--- config.mk ---
export PLATFORM = sky130hd
export DESIGN_NAME = first_fit_pool_allocator
export DESIGN_NICKNAME = d
export VERILOG_FILES = /design/src/hw/rtl/ffpa_pkg.sv /design/src/hw/rtl/ffpa_ram.sv /design/src/hw/rtl/ffpa_front.sv /design/src/hw/rtl/ffpa_back.sv /design/src/hw/rtl/first_fit_pool_allocator.sv
export SDC_FILE = /design/constraint.sdc
export NUM_CORES = 1
export LEC_CHECK = 0
export ABC_CLOCK_PERIOD_IN_PS = 11500
export BUFFER_PORTS_ARGS = -buffer_cell sky130_fd_sc_hd__buf_2
export CAP_MARGIN = 30
export CORE_UTILIZATION = 45
export DETAILED_ROUTE_END_ITERATION = 16
export SLEW_MARGIN = 20
export SYNTH_ARGS = -nofsm -noshare
export SYNTH_HDL_FRONTEND = slang
export SYNTH_SLANG_ARGS = --single-unit
--- constraint.sdc ---
create_clock -name clock -period 11.5 [get_ports clock]
set_clock_uncertainty 0.15 [all_clocks]
set_input_delay 1.15 -clock clock [delete_from_list [all_inputs] [get_ports clock]]
set_output_delay 1.15 -clock clock [all_outputs]
set_load 0.02 [all_outputs]
--- src/hw/rtl/ffpa_pkg.sv ---
// Shared types and constants for the first-fit pool allocator.
// No dependencies; imported by every module of the block except the RAM.
package ffpa_pkg;

   localparam int POOL_UNITS  = 128;
   localparam int IDX_W       = $clog2(POOL_UNITS);
   localparam int CNT_W       = $clog2(POOL_UNITS + 1);
   localparam int VALUE_W     = 8;
   localparam int ADDR_W      = 7;
   localparam int DATA_W      = 8;
   localparam int ENTRY_W     = 2;
   localparam int ENT_ALLOC   = 0;
   localparam int ENT_START   = 1;
   localparam int QUEUE_DEPTH = 2;
   localparam int QPTR_W      = $clog2(QUEUE_DEPTH);
   localparam int QCNT_W      = $clog2(QUEUE_DEPTH + 1);

   typedef enum logic [1:0] {
      KIND_ALLOC  = 2'd0,
      KIND_FREE   = 2'd1,
      KIND_REJECT = 2'd2
   } kind_type;

   // arg: size for an alloc, start address for a free
   typedef struct packed {
      kind_type           kind;
      logic [CNT_W-1:0]   arg;
   } cmd_type;

endpackage

--- src/hw/rtl/ffpa_ram.sv ---
// Generic single-write, single-read RAM with registered read data.
// No dependencies.
module ffpa_ram #(
   parameter int WIDTH = 2,
   parameter int DEPTH = 128
) (
   input  logic                     clock,
   input  logic                     wr_en,
   input  logic [$clog2(DEPTH)-1:0] wr_addr,
   input  logic [WIDTH-1:0]         wr_data,
   input  logic                     rd_en,
   input  logic [$clog2(DEPTH)-1:0] rd_addr,
   output logic [WIDTH-1:0]         rd_data
);

   logic [WIDTH-1:0] mem_ff [DEPTH];
   logic [WIDTH-1:0] rd_data_ff;

   always_ff @(posedge clock) begin
      if (wr_en) begin
         mem_ff[wr_addr] <= wr_data;
      end
      if (rd_en) begin
         rd_data_ff <= mem_ff[rd_addr];
      end
   end

   assign rd_data = rd_data_ff;

endmodule

--- src/hw/rtl/ffpa_front.sv ---
// Front end: takes request items, classifies them and queues commands.
// Depends on ffpa_pkg.
module ffpa_front import ffpa_pkg::*; (
   input  logic               clock,
   input  logic               reset,
   input  logic               req_tvalid,
   output logic               req_tready,
   input  logic               req_op,
   input  logic [VALUE_W-1:0] req_value,
   output logic               q_valid,
   output cmd_type            q_cmd,
   input  logic               q_pop
);

   cmd_type             entry_ff [QUEUE_DEPTH];
   logic [QPTR_W-1:0]   wr_ptr_ff, wr_ptr_in;
   logic [QPTR_W-1:0]   rd_ptr_ff, rd_ptr_in;
   logic [QCNT_W-1:0]   count_ff, count_in;
   cmd_type             cmd_c;
   logic                push;
   logic                pop;

   // Range checks happen here; the back end gets out-of-range items only as rejects.
   always_comb begin
      cmd_c.arg = CNT_W'(req_value);
      if (!req_op) begin
         if ((req_value != '0) && (32'(req_value) <= 32'(POOL_UNITS))) begin
            cmd_c.kind = KIND_ALLOC;
         end else begin
            cmd_c.kind = KIND_REJECT;
         end
      end else begin
         if (32'(req_value) < 32'(POOL_UNITS)) begin
            cmd_c.kind = KIND_FREE;
         end else begin
            cmd_c.kind = KIND_REJECT;
         end
      end
   end

   assign req_tready = (count_ff < QCNT_W'(QUEUE_DEPTH));
   assign push       = req_tvalid && req_tready;
   assign q_valid    = (count_ff != '0);
   assign pop        = q_pop && q_valid;
   assign q_cmd      = entry_ff[rd_ptr_ff];

   always_comb begin
      wr_ptr_in = wr_ptr_ff;
      rd_ptr_in = rd_ptr_ff;
      count_in  = count_ff;
      if (push) begin
         wr_ptr_in = (wr_ptr_ff == QPTR_W'(QUEUE_DEPTH - 1)) ? '0 : QPTR_W'(wr_ptr_ff + 1'b1);
      end
      if (pop) begin
         rd_ptr_in = (rd_ptr_ff == QPTR_W'(QUEUE_DEPTH - 1)) ? '0 : QPTR_W'(rd_ptr_ff + 1'b1);
      end
      if (push && !pop) begin
         count_in = QCNT_W'(count_ff + 1'b1);
      end else if (pop && !push) begin
         count_in = QCNT_W'(count_ff - 1'b1);
      end
   end

   always_ff @(posedge clock) begin
      if (reset) begin
         wr_ptr_ff <= '0;
         rd_ptr_ff <= '0;
         count_ff  <= '0;
      end else begin
         wr_ptr_ff <= wr_ptr_in;
         rd_ptr_ff <= rd_ptr_in;
         count_ff  <= count_in;
      end
   end

   always_ff @(posedge clock) begin
      if (push) begin
         entry_ff[wr_ptr_ff] <= cmd_c;
      end
   end

endmodule

--- src/hw/rtl/ffpa_back.sv ---
// Back end: sequencer that scans, fills and frees the unit map in RAM.
// Depends on ffpa_pkg and ffpa_ram.
module ffpa_back import ffpa_pkg::*; (
   input  logic              clock,
   input  logic              reset,
   input  logic              q_valid,
   input  cmd_type           q_cmd,
   output logic              q_pop,
   output logic              rsp_tvalid,
   input  logic              rsp_tready,
   output logic              rsp_ok,
   output logic [ADDR_W-1:0] rsp_addr
);

   typedef enum logic [4:0] {
      ST_IDLE     = 5'b00001,
      ST_SCAN     = 5'b00010,
      ST_FILL     = 5'b00100,
      ST_FREE_CHK = 5'b01000,
      ST_RESULT   = 5'b10000
   } state_type;

   state_type            state_ff, state_in;
   cmd_type              cmd_ff, cmd_in;
   logic [CNT_W-1:0]     idx_ff, idx_in;
   logic                 pend_ff, pend_in;
   logic [IDX_W-1:0]     rd_addr_ff, rd_addr_in;
   logic [IDX_W-1:0]     run_begin_ff, run_begin_in;
   logic [CNT_W-1:0]     run_len_ff, run_len_in;
   logic [IDX_W-1:0]     start_ff, start_in;
   logic [IDX_W-1:0]     fill_addr_ff, fill_addr_in;
   logic [CNT_W-1:0]     fill_left_ff, fill_left_in;
   logic                 first_ff, first_in;
   logic                 res_ok_ff, res_ok_in;
   logic [ADDR_W-1:0]    res_addr_ff, res_addr_in;
   logic                 rsp_valid_ff, rsp_valid_in;
   logic                 rsp_ok_ff, rsp_ok_in;
   logic [ADDR_W-1:0]    rsp_addr_ff, rsp_addr_in;
   logic [POOL_UNITS-1:0] valid_ff, valid_in;

   logic                 ram_rd_en;
   logic [IDX_W-1:0]     ram_rd_addr;
   logic [ENTRY_W-1:0]   ram_rd_data;
   logic                 ram_wr_en;
   logic [IDX_W-1:0]     ram_wr_addr;
   logic [ENTRY_W-1:0]   ram_wr_data;
   logic                 unit_alloc;
   logic                 unit_start;
   logic [CNT_W-1:0]     len_next;
   logic [IDX_W-1:0]     begin_next;

   ffpa_ram #(
      .WIDTH (ENTRY_W),
      .DEPTH (POOL_UNITS)
   ) u_map (
      .clock   (clock),
      .wr_en   (ram_wr_en),
      .wr_addr (ram_wr_addr),
      .wr_data (ram_wr_data),
      .rd_en   (ram_rd_en),
      .rd_addr (ram_rd_addr),
      .rd_data (ram_rd_data)
   );

   // A unit never written since reset reads as free, no block start.
   assign unit_alloc = valid_ff[rd_addr_ff] & ram_rd_data[ENT_ALLOC];
   assign unit_start = valid_ff[rd_addr_ff] & ram_rd_data[ENT_START];
   assign len_next   = CNT_W'(run_len_ff + 1'b1);
   assign begin_next = (run_len_ff == '0) ? rd_addr_ff : run_begin_ff;

   always_comb begin
      state_in     = state_ff;
      cmd_in       = cmd_ff;
      idx_in       = idx_ff;
      pend_in      = 1'b0;
      rd_addr_in   = rd_addr_ff;
      run_begin_in = run_begin_ff;
      run_len_in   = run_len_ff;
      start_in     = start_ff;
      fill_addr_in = fill_addr_ff;
      fill_left_in = fill_left_ff;
      first_in     = first_ff;
      res_ok_in    = res_ok_ff;
      res_addr_in  = res_addr_ff;
      rsp_valid_in = rsp_valid_ff && !rsp_tready;
      rsp_ok_in    = rsp_ok_ff;
      rsp_addr_in  = rsp_addr_ff;
      q_pop        = 1'b0;
      ram_rd_en    = 1'b0;
      ram_rd_addr  = '0;
      ram_wr_en    = 1'b0;
      ram_wr_addr  = '0;
      ram_wr_data  = '0;

      unique case (state_ff)
         ST_IDLE: begin
            if (q_valid) begin
               q_pop  = 1'b1;
               cmd_in = q_cmd;
               unique case (q_cmd.kind)
                  KIND_ALLOC: begin
                     idx_in     = '0;
                     run_len_in = '0;
                     state_in   = ST_SCAN;
                  end
                  KIND_FREE: begin
                     ram_rd_en   = 1'b1;
                     ram_rd_addr = q_cmd.arg[IDX_W-1:0];
                     rd_addr_in  = q_cmd.arg[IDX_W-1:0];
                     first_in    = 1'b1;
                     state_in    = ST_FREE_CHK;
                  end
                  default: begin
                     res_ok_in   = 1'b0;
                     res_addr_in = '0;
                     state_in    = ST_RESULT;
                  end
               endcase
            end
         end
         ST_SCAN: begin
            // one read in flight; pend_ff marks data for rd_addr_ff
            if (pend_ff && !unit_alloc && (len_next >= cmd_ff.arg)) begin
               start_in     = begin_next;
               fill_addr_in = begin_next;
               fill_left_in = cmd_ff.arg;
               state_in     = ST_FILL;
            end else begin
               if (pend_ff) begin
                  if (unit_alloc) begin
                     run_len_in = '0;
                  end else begin
                     run_begin_in = begin_next;
                     run_len_in   = len_next;
                  end
               end
               if (idx_ff < CNT_W'(POOL_UNITS)) begin
                  ram_rd_en   = 1'b1;
                  ram_rd_addr = idx_ff[IDX_W-1:0];
                  rd_addr_in  = idx_ff[IDX_W-1:0];
                  pend_in     = 1'b1;
                  idx_in      = CNT_W'(idx_ff + 1'b1);
               end else if (!pend_ff) begin
                  res_ok_in   = 1'b0;
                  res_addr_in = '0;
                  state_in    = ST_RESULT;
               end
            end
         end
         ST_FILL: begin
            ram_wr_en              = 1'b1;
            ram_wr_addr            = fill_addr_ff;
            ram_wr_data[ENT_ALLOC] = 1'b1;
            ram_wr_data[ENT_START] = (fill_addr_ff == start_ff);
            fill_addr_in           = IDX_W'(fill_addr_ff + 1'b1);
            fill_left_in           = CNT_W'(fill_left_ff - 1'b1);
            if (fill_left_ff == CNT_W'(1)) begin
               res_ok_in   = 1'b1;
               res_addr_in = ADDR_W'(start_ff);
               state_in    = ST_RESULT;
            end
         end
         ST_FREE_CHK: begin
            first_in    = 1'b0;
            res_addr_in = '0;
            if (first_ff ? !(unit_alloc && unit_start) : (!unit_alloc || unit_start)) begin
               // first unit not a live block start: fail; later: block ended
               res_ok_in = !first_ff;
               state_in  = ST_RESULT;
            end else begin
               ram_wr_en   = 1'b1;
               ram_wr_addr = rd_addr_ff;
               ram_wr_data = '0;
               if (rd_addr_ff == IDX_W'(POOL_UNITS - 1)) begin
                  res_ok_in = 1'b1;
                  state_in  = ST_RESULT;
               end else begin
                  ram_rd_en   = 1'b1;
                  ram_rd_addr = IDX_W'(rd_addr_ff + 1'b1);
                  rd_addr_in  = IDX_W'(rd_addr_ff + 1'b1);
               end
            end
         end
         ST_RESULT: begin
            if (!rsp_valid_ff || rsp_tready) begin
               rsp_valid_in = 1'b1;
               rsp_ok_in    = res_ok_ff;
               rsp_addr_in  = res_addr_ff;
               state_in     = ST_IDLE;
            end
         end
         default: begin
            state_in = ST_IDLE;
         end
      endcase
   end

   always_comb begin
      valid_in = valid_ff;
      if (ram_wr_en) begin
         valid_in[ram_wr_addr] = 1'b1;
      end
   end

   always_ff @(posedge clock) begin
      if (reset) begin
         state_ff     <= ST_IDLE;
         pend_ff      <= 1'b0;
         rsp_valid_ff <= 1'b0;
         valid_ff     <= '0;
      end else begin
         state_ff     <= state_in;
         pend_ff      <= pend_in;
         rsp_valid_ff <= rsp_valid_in;
         valid_ff     <= valid_in;
      end
   end

   always_ff @(posedge clock) begin
      cmd_ff       <= cmd_in;
      idx_ff       <= idx_in;
      rd_addr_ff   <= rd_addr_in;
      run_begin_ff <= run_begin_in;
      run_len_ff   <= run_len_in;
      start_ff     <= start_in;
      fill_addr_ff <= fill_addr_in;
      fill_left_ff <= fill_left_in;
      first_ff     <= first_in;
      res_ok_ff    <= res_ok_in;
      res_addr_ff  <= res_addr_in;
      rsp_ok_ff    <= rsp_ok_in;
      rsp_addr_ff  <= rsp_addr_in;
   end

   assign rsp_tvalid = rsp_valid_ff;
   assign rsp_ok     = rsp_ok_ff;
   assign rsp_addr   = rsp_addr_ff;

endmodule

--- src/hw/rtl/first_fit_pool_allocator.sv ---
// First-fit pool allocator, top level. One result item per request item, in order.
// Request: scan (one unit map read per cycle), then fill of size units, then result;
// release: check of the start unit, then clearing of the freed block, then result.
// The back end sequencer handles one item at a time; a two-entry queue lets the
// front take items meanwhile. Synchronous reset clears the queue, the sequencer
// and the per-unit valid bits: the whole pool reads free, no sweep.
module first_fit_pool_allocator import ffpa_pkg::*; (
   input  logic              clock,
   input  logic              reset,
   input  logic              req_tvalid,
   output logic              req_tready,
   input  logic [DATA_W-1:0] req_tdata,   // [7:0] value
   input  logic              req_tuser,   // [0] op
   output logic              rsp_tvalid,
   input  logic              rsp_tready,
   output logic [DATA_W-1:0] rsp_tdata,   // [6:0] addr, [7] zero
   output logic              rsp_tuser    // [0] ok
);

   logic              q_valid;
   cmd_type           q_cmd;
   logic              q_pop;
   logic [ADDR_W-1:0] rsp_addr;

   ffpa_front u_front (
      .clock      (clock),
      .reset      (reset),
      .req_tvalid (req_tvalid),
      .req_tready (req_tready),
      .req_op     (req_tuser),
      .req_value  (req_tdata[VALUE_W-1:0]),
      .q_valid    (q_valid),
      .q_cmd      (q_cmd),
      .q_pop      (q_pop)
   );

   ffpa_back u_back (
      .clock      (clock),
      .reset      (reset),
      .q_valid    (q_valid),
      .q_cmd      (q_cmd),
      .q_pop      (q_pop),
      .rsp_tvalid (rsp_tvalid),
      .rsp_tready (rsp_tready),
      .rsp_ok     (rsp_tuser),
      .rsp_addr   (rsp_addr)
   );

   assign rsp_tdata = DATA_W'(rsp_addr);

endmodule

==> results of run 1 <==
[power groups by stage]
stage               logic [mW]  clock network [mW]  registers [mW]
global placement         0.532                   0            2.08
floorplan                0.389                   0            2.06
detailed placement       0.544                   0            2.08
CTS                      0.546                1.63            2.04
finish                   0.552                1.61            2.04
global route             0.597                1.69            2.05
[worst paths after layout]
check	from	end	depth (start not counted)
max	u_back.rd_addr_ff[0]	u_back.u_map.rd_data[0]	16
max reg2reg	u_back.rd_addr_ff[0]	u_back.u_map.rd_data[0]	16
min reg2reg	u_back.res_addr_ff[1]	u_back.rsp_addr[1]	0
min	u_back.res_addr_ff[1]	u_back.rsp_addr[1]	0
[registers in the layout, indices dropped and copies added (netlist names), 2 cells and up, named ones only]
| register | count |
|---|---|
| u_back.idx_ff | 8 |
| u_front.count_ff | 2 |
| u_back.valid_ff | 128 |
| u_back.u_map.mem_ff | 256 |
| u_back.run_begin_ff | 7 |
| u_back.rd_addr_ff | 7 |
| u_back.u_map.rd_data | 2 |
| u_back.run_len_ff | 8 |
| u_front.entry_ff | 20 |
| u_back.cmd_ff | 8 |
| u_back.fill_left_ff | 8 |
| u_back.state_ff | 5 |
| u_back.rsp_addr | 7 |
| u_back.fill_addr_ff | 7 |
| u_back.res_addr_ff | 7 |
| u_back.start_ff | 7 |
[routing by layer]
layer / global-route usage, % / vias to the layer above / part of all wire (%)
met5: 0 / - / 0
met4: 8.184 / 0 / 2.6
met3: 4.196 / 97 / 8.1
met2: 37.57 / 520 / 46
met1: 34.06 / 7098 / 43
li1: - / 6622 / -
[worst reg2reg max path: stages (launching register included)]
cell and delay [ns]:
sky130_fd_sc_hd__edfxtp_1 0.34, sky130_fd_sc_hd__buf_4 0.53, sky130_fd_sc_hd__mux4_2 0.64, sky130_fd_sc_hd__mux2i_1 0.35
sky130_fd_sc_hd__o211ai_1 0.16, sky130_fd_sc_hd__and4b_1 0.30, sky130_fd_sc_hd__o22ai_4 0.38, sky130_fd_sc_hd__a311oi_4 0.32
sky130_fd_sc_hd__a21oi_4 0.24, sky130_fd_sc_hd__buf_4 0.49, sky130_fd_sc_hd__buf_4 0.82, sky130_fd_sc_hd__mux2_2 0.45
sky130_fd_sc_hd__o22a_1 0.20, sky130_fd_sc_hd__a21oi_1 0.16, sky130_fd_sc_hd__nor3b_1 0.08, sky130_fd_sc_hd__o32ai_1 0.18
sky130_fd_sc_hd__nand3_1 0.13
[synthesized netlist by cell type, types with 21 or more instances]
cell | instances | area (um^2)
sky130_fd_sc_hd__a21oi_1 | 31 | 155.2
sky130_fd_sc_hd__o21ai_0 | 36 | 180.2
sky130_fd_sc_hd__nand2_1 | 224 | 840.8
sky130_fd_sc_hd__inv_1 | 26 | 97.59
sky130_fd_sc_hd__edfxtp_1 | 355 | 10660
sky130_fd_sc_hd__nor2_1 | 408 | 1531
sky130_fd_sc_hd__mux4_2 | 24 | 540.5
sky130_fd_sc_hd__clkbuf_1 | 53 | 198.9
sky130_fd_sc_hd__nand3_1 | 83 | 415.4
sky130_fd_sc_hd__dfxtp_1 | 140 | 2803
sky130_fd_sc_hd__mux2i_1 | 71 | 710.7
sky130_fd_sc_hd__buf_2 | 24 | 120.1
sky130_fd_sc_hd__xnor2_1 | 21 | 183.9
[area by class of cell]
type | count | area share [%]
tap | 607 | 3.210
sequential | 495 | 56.90
inverter | 26 | 0.4231
clock inverter | 18 | 0.5606
multi-input combinational | 1218 | 30.78
timing repair buffer | 57 | 1.809
clock buffer | 79 | 6.314
[cell families after synthesis]
kind of cell	share of synthesized area, %
and+or+nand+nor	16.63
DFF	63.01
AOI/OAI and AO/OA	7.619
buffers and inverters	3.092
muxes	7.016
xor gates and xnor gates	1.681
adders and majority gates	0.9370
other	0.01755
[per-stage QoR]
step	utilization (%)	cell area, um^2
after CTS	50.64	23620
after global placement	46.99	21920
final	50.71	23660
after global routing	50.71	23660
after detailed placement	47.15	22000
after floorplan	-	21370
[cell usage in the layout (no fill, tap or decap), drive strengths merged, types with 4 or more instances in the layout]
cell / instances
and2: 15
a22oi: 6
a2111oi: 5
o22a: 4
nand3b: 5
o21ai: 39
ha: 16
a21oi: 33
nor3: 13
nand2: 225
nand3: 83
nand2b: 13
buf: 57
inv: 27
dfxtp: 140
a211oi: 6
clkbuf: 79
a221o: 10
mux2i: 71
o211ai: 5
a32oi: 9
mux4: 24
a21o: 4
nor2b: 7
o22ai: 14
mux2: 22
o21ba: 21
a31oi: 9
nand4: 16
edfxtp: 355
or2: 7
xor2: 20
or3: 5
a311oi: 7
and3: 19
clkinv: 14
xnor2: 21
o221ai: 5
nor3b: 5
nor2: 411
==> results.txt, run 1 <==
----------------------------------------------------
[Outcome]
  Result of the run ... finished, final reports clean

[Logic synthesis]
  Post-synthesis cell area ... 21,370 um^2
  Share of the yosys chip area belonging to registers ... 63.01%
  Primary flip-flop cell chosen by synthesis mapping ... sky130_fd_sc_hd__edfxtp_1
  Fraction of synthesis flops using an asynchronous set or reset pin ... 0%
  Total number of yosys warnings ... 0
  Count of unique library cells instantiated by Yosys ... 83
  Post-synth EDFFs ... 355
  FF+latch count, synth ... 495
  Mean instance size in the synthesized netlist ... ~12 um^2
  Synthesized Nets ... 1,874
  Gate count after technology mapping ... 1,845

[Global route]
  GR Util All Layers ... 24.13%
  Vias in the first global route ... around 14k
  Aggregate global routing overflow ... 0
  Global-route wire length before repair ... ~86 mm
  Antenna violations before repair ... 0
  Largest net degree at the start of global routing ... approximately 100

[STA]
  Worst Hold Slack ... 0.2688 ns
  Number of hold violations in the final report ... 0
  Worst Slack Setup Final ... 5.319 ns
  Tcrit/Tclk final ... around 54%
  Final setup violation count ... 0
  Worst rel slew slack ... between 30 and 40%
  Unrepaired setup endpoints after global routing ... false
  Highest clock rate ... 161.8 MHz
  Final Critical Period ... 6.181 ns
  Final total negative setup slack ... 0 ns
  Final max-slew violation count ... 0
  Transition time at the pin with the least slew margin ... 0.9850 ns

[Die]
  Core area ... 46,650 um^2
  Count of standard-cell rows ... a little under 80
  Overall die width ... 219.9 um
  Number of primary I/O pins ... 24
  Area of the die ... ~48,000 um^2
  Die boundary height ... 219.9 um
  Starting density of the core ... 45.79%

[Cells and area]
  Proportion of layout cells with a drive suffix above 1 ... 12.15%
  Layout overhead on the synthesized area ... 10.73%
  Final net count ... 1,879
  Sequential cell area ... approximately 13,000 um^2
  Number of diodes added for antenna fixing ... 0
  Area of combinational cells with multiple inputs ... 7282 um^2
  Fillers ... around 4.2k
  Filler-free cell count of the finished design ... approximately 2.5k

[Worst setup path]
  Buffering stage count on the worst path with inverters included ... 3
  Worst Setup Path Type ... reg -> reg
  Crit path cell chain ... buf_4 > mux4_2 > mux2i_1 > o211ai_1 > and4b_1 > o22ai_4 > a311oi_4 > a21oi_4 > buf_4 > buf_4 > mux2_2 > o22a_1 > a21oi_1 > nor3b_1 > o32ai_1 > nand3_1
  Critical path capture point type ... register
  Largest driver fanout on the critical path ... between 60 and 70
  CP Launch Type ... register
  CP Data Required Time ... 11.68 ns
  Reg-to-reg setup timing slack ... 5.32 ns
  Critical Path Most Common Cell ... sky130_fd_sc_hd__buf_4
  Worst path top cell family by delay ... buffers and inverters
  Max stage delay on crit path ... 0.79 ns
  Critical path arrival ... roughly 6.4 ns
  Cell with the biggest individual delay on the critical path ... sky130_fd_sc_hd__buf_4

[Placed design]
  Final weighted congestion of routability-driven global placement ... approximately 0.93
  Detailed Place HPWL ... 37.33 mm
  Number of port buffers ... 22
  Placement Setup Slack ... 5.333 ns
  Cell count after placement ... 2,401

[Clock network]
  CTS root buffer ... sky130_fd_sc_hd__clkbuf_16
  Post_cts resized ... 0
  Hold-fix buffer count after cts ... 0
  H-tree levels ... 2
  CTS tree ... built
  Clock input transition at the sequential cells of the worst setup and hold paths ... 0.06 ns
  Sinks on the clock net ... 495
  Number of buffers between clock root and the deepest sink ... 3
  Skew-Pair Late Insertion Delay ... 0.60 ns
  Inserted Clock Buffers ... 52
  Number of setup buffers added after CTS ... 0

[Pwr]
  Total power after layout ... 4.202 mW
  Worst ir drop on vdd ... 0.00008727 V
  Register share of total power ... 48.7%
  Fraction of power spent switching nets ... 26.32%
  Pwr dens ... 177.6 nW/um^2
  Leakage component of the power ... slightly above 8 nW
  NetSw ... around 1.1 mW
  Cell Int Power ... 3.096 mW
  Combinational group share of total power ... 13.1%
  Clock network power share ... 38.2%

[Drt]
  Iteration-0 DRC count of the detailed router ... 1,566
  Post-DRT Antenna Nets ... 0
  Avg WL per Cell ... 23.05 um
  Total wirelength of the detailed-routed design ... approximately 58 mm
  Via density per instance ... ~5.7
  Post-detailed-route DRC marker count ... 0
  Number of search-and-repair iterations in the first detailed-routing pass ... 5
  Count of vias placed by the detailed router ... 14.34k

[Worst hold path]
  Hold Path Class ... reg -> reg

[Run]
  Max-cap check violation count ... 0

----------------------------------------------------
No activity file was read; power rests on OpenSTA's default activity.
==> inputs of run 2 (changes only) <==
- ABC_CLOCK_PERIOD_IN_PS: 11500 -> 5400
- clock period: 11.5 -> 5.4 ns (I/O delays scaled with it)
==> run 2 against run 1 <==
Effect of this change: global-route usage increased by 0.91 points; worst setup slack got worse by 5.1 ns; clock-buffer cell count decreased by 6; highest routed layer unchanged; fmax increased by 20%; via count increased by 2.3%; critical endpoint unchanged.
==> results.txt, run 2 (same netlist as run 1, synthesis figures left out) <==
----------------------------------------------------
[Outcome]
  Result of the run ... finished, final reports clean

[Placed design]
  Final weighted congestion of routability-driven global placement ... 0.9162
  Number of port buffers ... 22
  Detailed Place HPWL ... 38.67 mm

[Worst setup path]
  CP Launch Type ... register
  Critical path capture point type ... register
  Largest driver fanout on the critical path ... 55
  Critical path arrival ... 5.34 ns
  Register-to-Register Path Depth ... 16
  CP Data Required Time ... 5.58 ns
  Worst Setup Path Type ... reg -> reg

[Clock network]
  Number of buffers between clock root and the deepest sink ... 3
  H-tree levels ... 2
  Number of setup buffers added after CTS ... 0
  Skew-Pair Late Insertion Delay ... 0.61 ns
  Sinks on the clock net ... 495
  CTS tree ... built
  Clock input transition at the sequential cells of the worst setup and hold paths ... 0.06 ns
  Inserted Clock Buffers ... between 50 and 60
  CTS root buffer ... sky130_fd_sc_hd__clkbuf_16

[Run]
  Max-cap check violation count ... 0

[Cells and area]
  Proportion of layout cells with a drive suffix above 1 ... 13.09%
  Registers with the most flip-flops ... u_back.u_map.mem_ff (256), u_back.valid_ff (128), u_front.entry_ff (20)
  Layout overhead on the synthesized area ... 12.61%
  Max FFs per register ... 256
  Number of diodes added for antenna fixing ... 0
  Final net count ... 1,902
  Most common cell after layout, fill and taps aside ... sky130_fd_sc_hd__nor2_1
  Top register by number of flip-flops ... u_back.u_map.mem_ff
  Most frequent cells in the layout ... 408 x sky130_fd_sc_hd__nor2_1, 355 x sky130_fd_sc_hd__edfxtp_1, 224 x sky130_fd_sc_hd__nand2_1, 140 x sky130_fd_sc_hd__dfxtp_1, 83 x sky130_fd_sc_hd__nand3_1
  Fillers ... 4,112

[Global route]
  Global-route wire length before repair ... 89.29 mm
  Vias in the first global route ... 14.16k
  GR Util All Layers ... 25.05%
  Antenna violations before repair ... 0
  Aggregate global routing overflow ... 0
  Largest net degree at the start of global routing ... 129

[Die]
  Overall die width ... around 220 um
  Area of the die ... 48,350 um^2
  Core area ... 46,650 um^2
  Starting density of the core ... 45.79%
  Count of standard-cell rows ... 79
  Number of primary I/O pins ... 24
  Die boundary height ... 219.9 um

[STA]
  Final setup violation count ... 0
  Tcrit/Tclk final ... 95.44%
  Transition time at the pin with the least slew margin ... 1.016 ns
  Worst rel slew slack ... 32.29%
  Final max-slew violation count ... 0
  Final total negative setup slack ... 0 ns
  Final Critical Period ... 5.154 ns
  Unrepaired setup endpoints after global routing ... false
  Worst Hold Slack ... around 0.035 ns
  Highest clock rate ... 194.0 MHz
  Number of hold violations in the final report ... 0

[Worst hold path]
  Number of instances on the worst hold path ... 1
  Hold Path Class ... in -> reg

[Pwr]
  Worst ir drop on vdd ... 0.0002741 V
  Pwr dens ... 386.3 nW/um^2
  Leakage component of the power ... 8.430 nW

[Drt]
  Post-detailed-route DRC marker count ... 0
  Number of search-and-repair iterations in the first detailed-routing pass ... 5
  Count of vias placed by the detailed router ... 14.67k
  Via density per instance ... 5.811
  Avg WL per Cell ... 23.66 um
  Total wirelength of the detailed-routed design ... 59.71 mm
  Iteration-0 DRC count of the detailed router ... 1,648
  Post-DRT Antenna Nets ... 0

----------------------------------------------------
==> run 2: cell count changes in the layout (fill, tap and decap cells not counted), moves of 2 or more <==
cell / change
sky130_fd_sc_hd__buf_8: -2
sky130_fd_sc_hd__nor2_1: +2
sky130_fd_sc_hd__nor2_2: -2
sky130_fd_sc_hd__buf_4: +12
sky130_fd_sc_hd__bufinv_16: +4
sky130_fd_sc_hd__clkinv_1: +6
sky130_fd_sc_hd__clkbuf_1: -10
sky130_fd_sc_hd__buf_16: -2
sky130_fd_sc_hd__clkbuf_8: +3
sky130_fd_sc_hd__buf_12: +8
sky130_fd_sc_hd__dlygate4sd3_1: +7
sky130_fd_sc_hd__clkinv_2: -4
==> run 2: area by class of cell <==
type	count	area, um^2	share of cell area [%]
Clock buffer	73	1523	6.329
Timing Repair Buffer	80	663.1	2.756
Multi-Input combinational cell	1218	7288	30.29
Inverter	26	100.1	0.4160
Sequential cell	495	13460	55.96
Tap cell	607	759.5	3.157
Clock inverter	25	262.8	1.092
==> run 2: critical path: stages, from the launching register on <==
cell                        delay (ns)
sky130_fd_sc_hd__edfxtp_1         0.50
sky130_fd_sc_hd__buf_12           0.26
sky130_fd_sc_hd__mux4_2           0.51
sky130_fd_sc_hd__mux2_2           0.30
sky130_fd_sc_hd__a2111oi_2        0.40
sky130_fd_sc_hd__a211oi_2         0.12
sky130_fd_sc_hd__o22ai_4          0.24
sky130_fd_sc_hd__buf_4            0.23
sky130_fd_sc_hd__o2bb2ai_1        0.16
sky130_fd_sc_hd__a21oi_4          0.23
sky130_fd_sc_hd__buf_12           0.33
sky130_fd_sc_hd__mux2i_2          0.36
sky130_fd_sc_hd__a2111oi_0        0.16
sky130_fd_sc_hd__a211oi_1         0.26
sky130_fd_sc_hd__a31oi_1          0.18
sky130_fd_sc_hd__o32ai_2          0.31
sky130_fd_sc_hd__nand3_1          0.13
==> run 2: worst paths after layout <==
kind,from,end,slack (ns)
setup / recovery,u_back.rd_addr_ff[0],u_back.u_map.rd_data[0],0.25
hold / removal,req_tdata[7],u_front.entry_ff[0][7],0.03
setup reg to reg,u_back.rd_addr_ff[0],u_back.u_map.rd_data[0],0.25
hold reg to reg,u_back.res_addr_ff[4],u_back.rsp_addr[4],0.27
==> run 2: timing repair <==
item,CTS,global route
gates resized for setup,0,2
hold endpoints to repair,14,0
setup endpoints to repair,0,1
hold buffers,7,0
==> run 2: per-layer routing <==
| layer | track usage, % | vias to the layer above | part of all wire [%] |
|---|---|---|---|
| li1 | - | 6677 | - |
| met1 | 35.51 | 7272 | 44 |
| met2 | 38.58 | 617 | 45 |
| met3 | 4.762 | 101 | 8.7 |
| met4 | 8.276 | 0 | 2.8 |
| met5 | 0 | - | 0 |
==> run 2: power breakdown <==
part	switching, mW	total, mW	leakage, nW	internal [mW]
clock	1.49	3.70	0.870	2.20
sequential	0.126	4.37	4.18	4.24
combinational	0.800	1.23	3.38	0.430
==> run 2: metrics by stage <==
step                      power [mW]  instance area (um^2)  utilization (%)  instances  worst slack (ns)
after floorplan                5.212                 21370                -       1845            0.8221
after global placement         5.623                 22180            47.55       2418            0.1671
after detailed placement       5.647                 22190            47.57       2419            0.1238
after CTS                      9.321                 24050            51.54       2524            0.1260
after global routing           9.573                 24060            51.57       2524            0.1047
final                          9.293                 24060            51.57       2524            0.2464
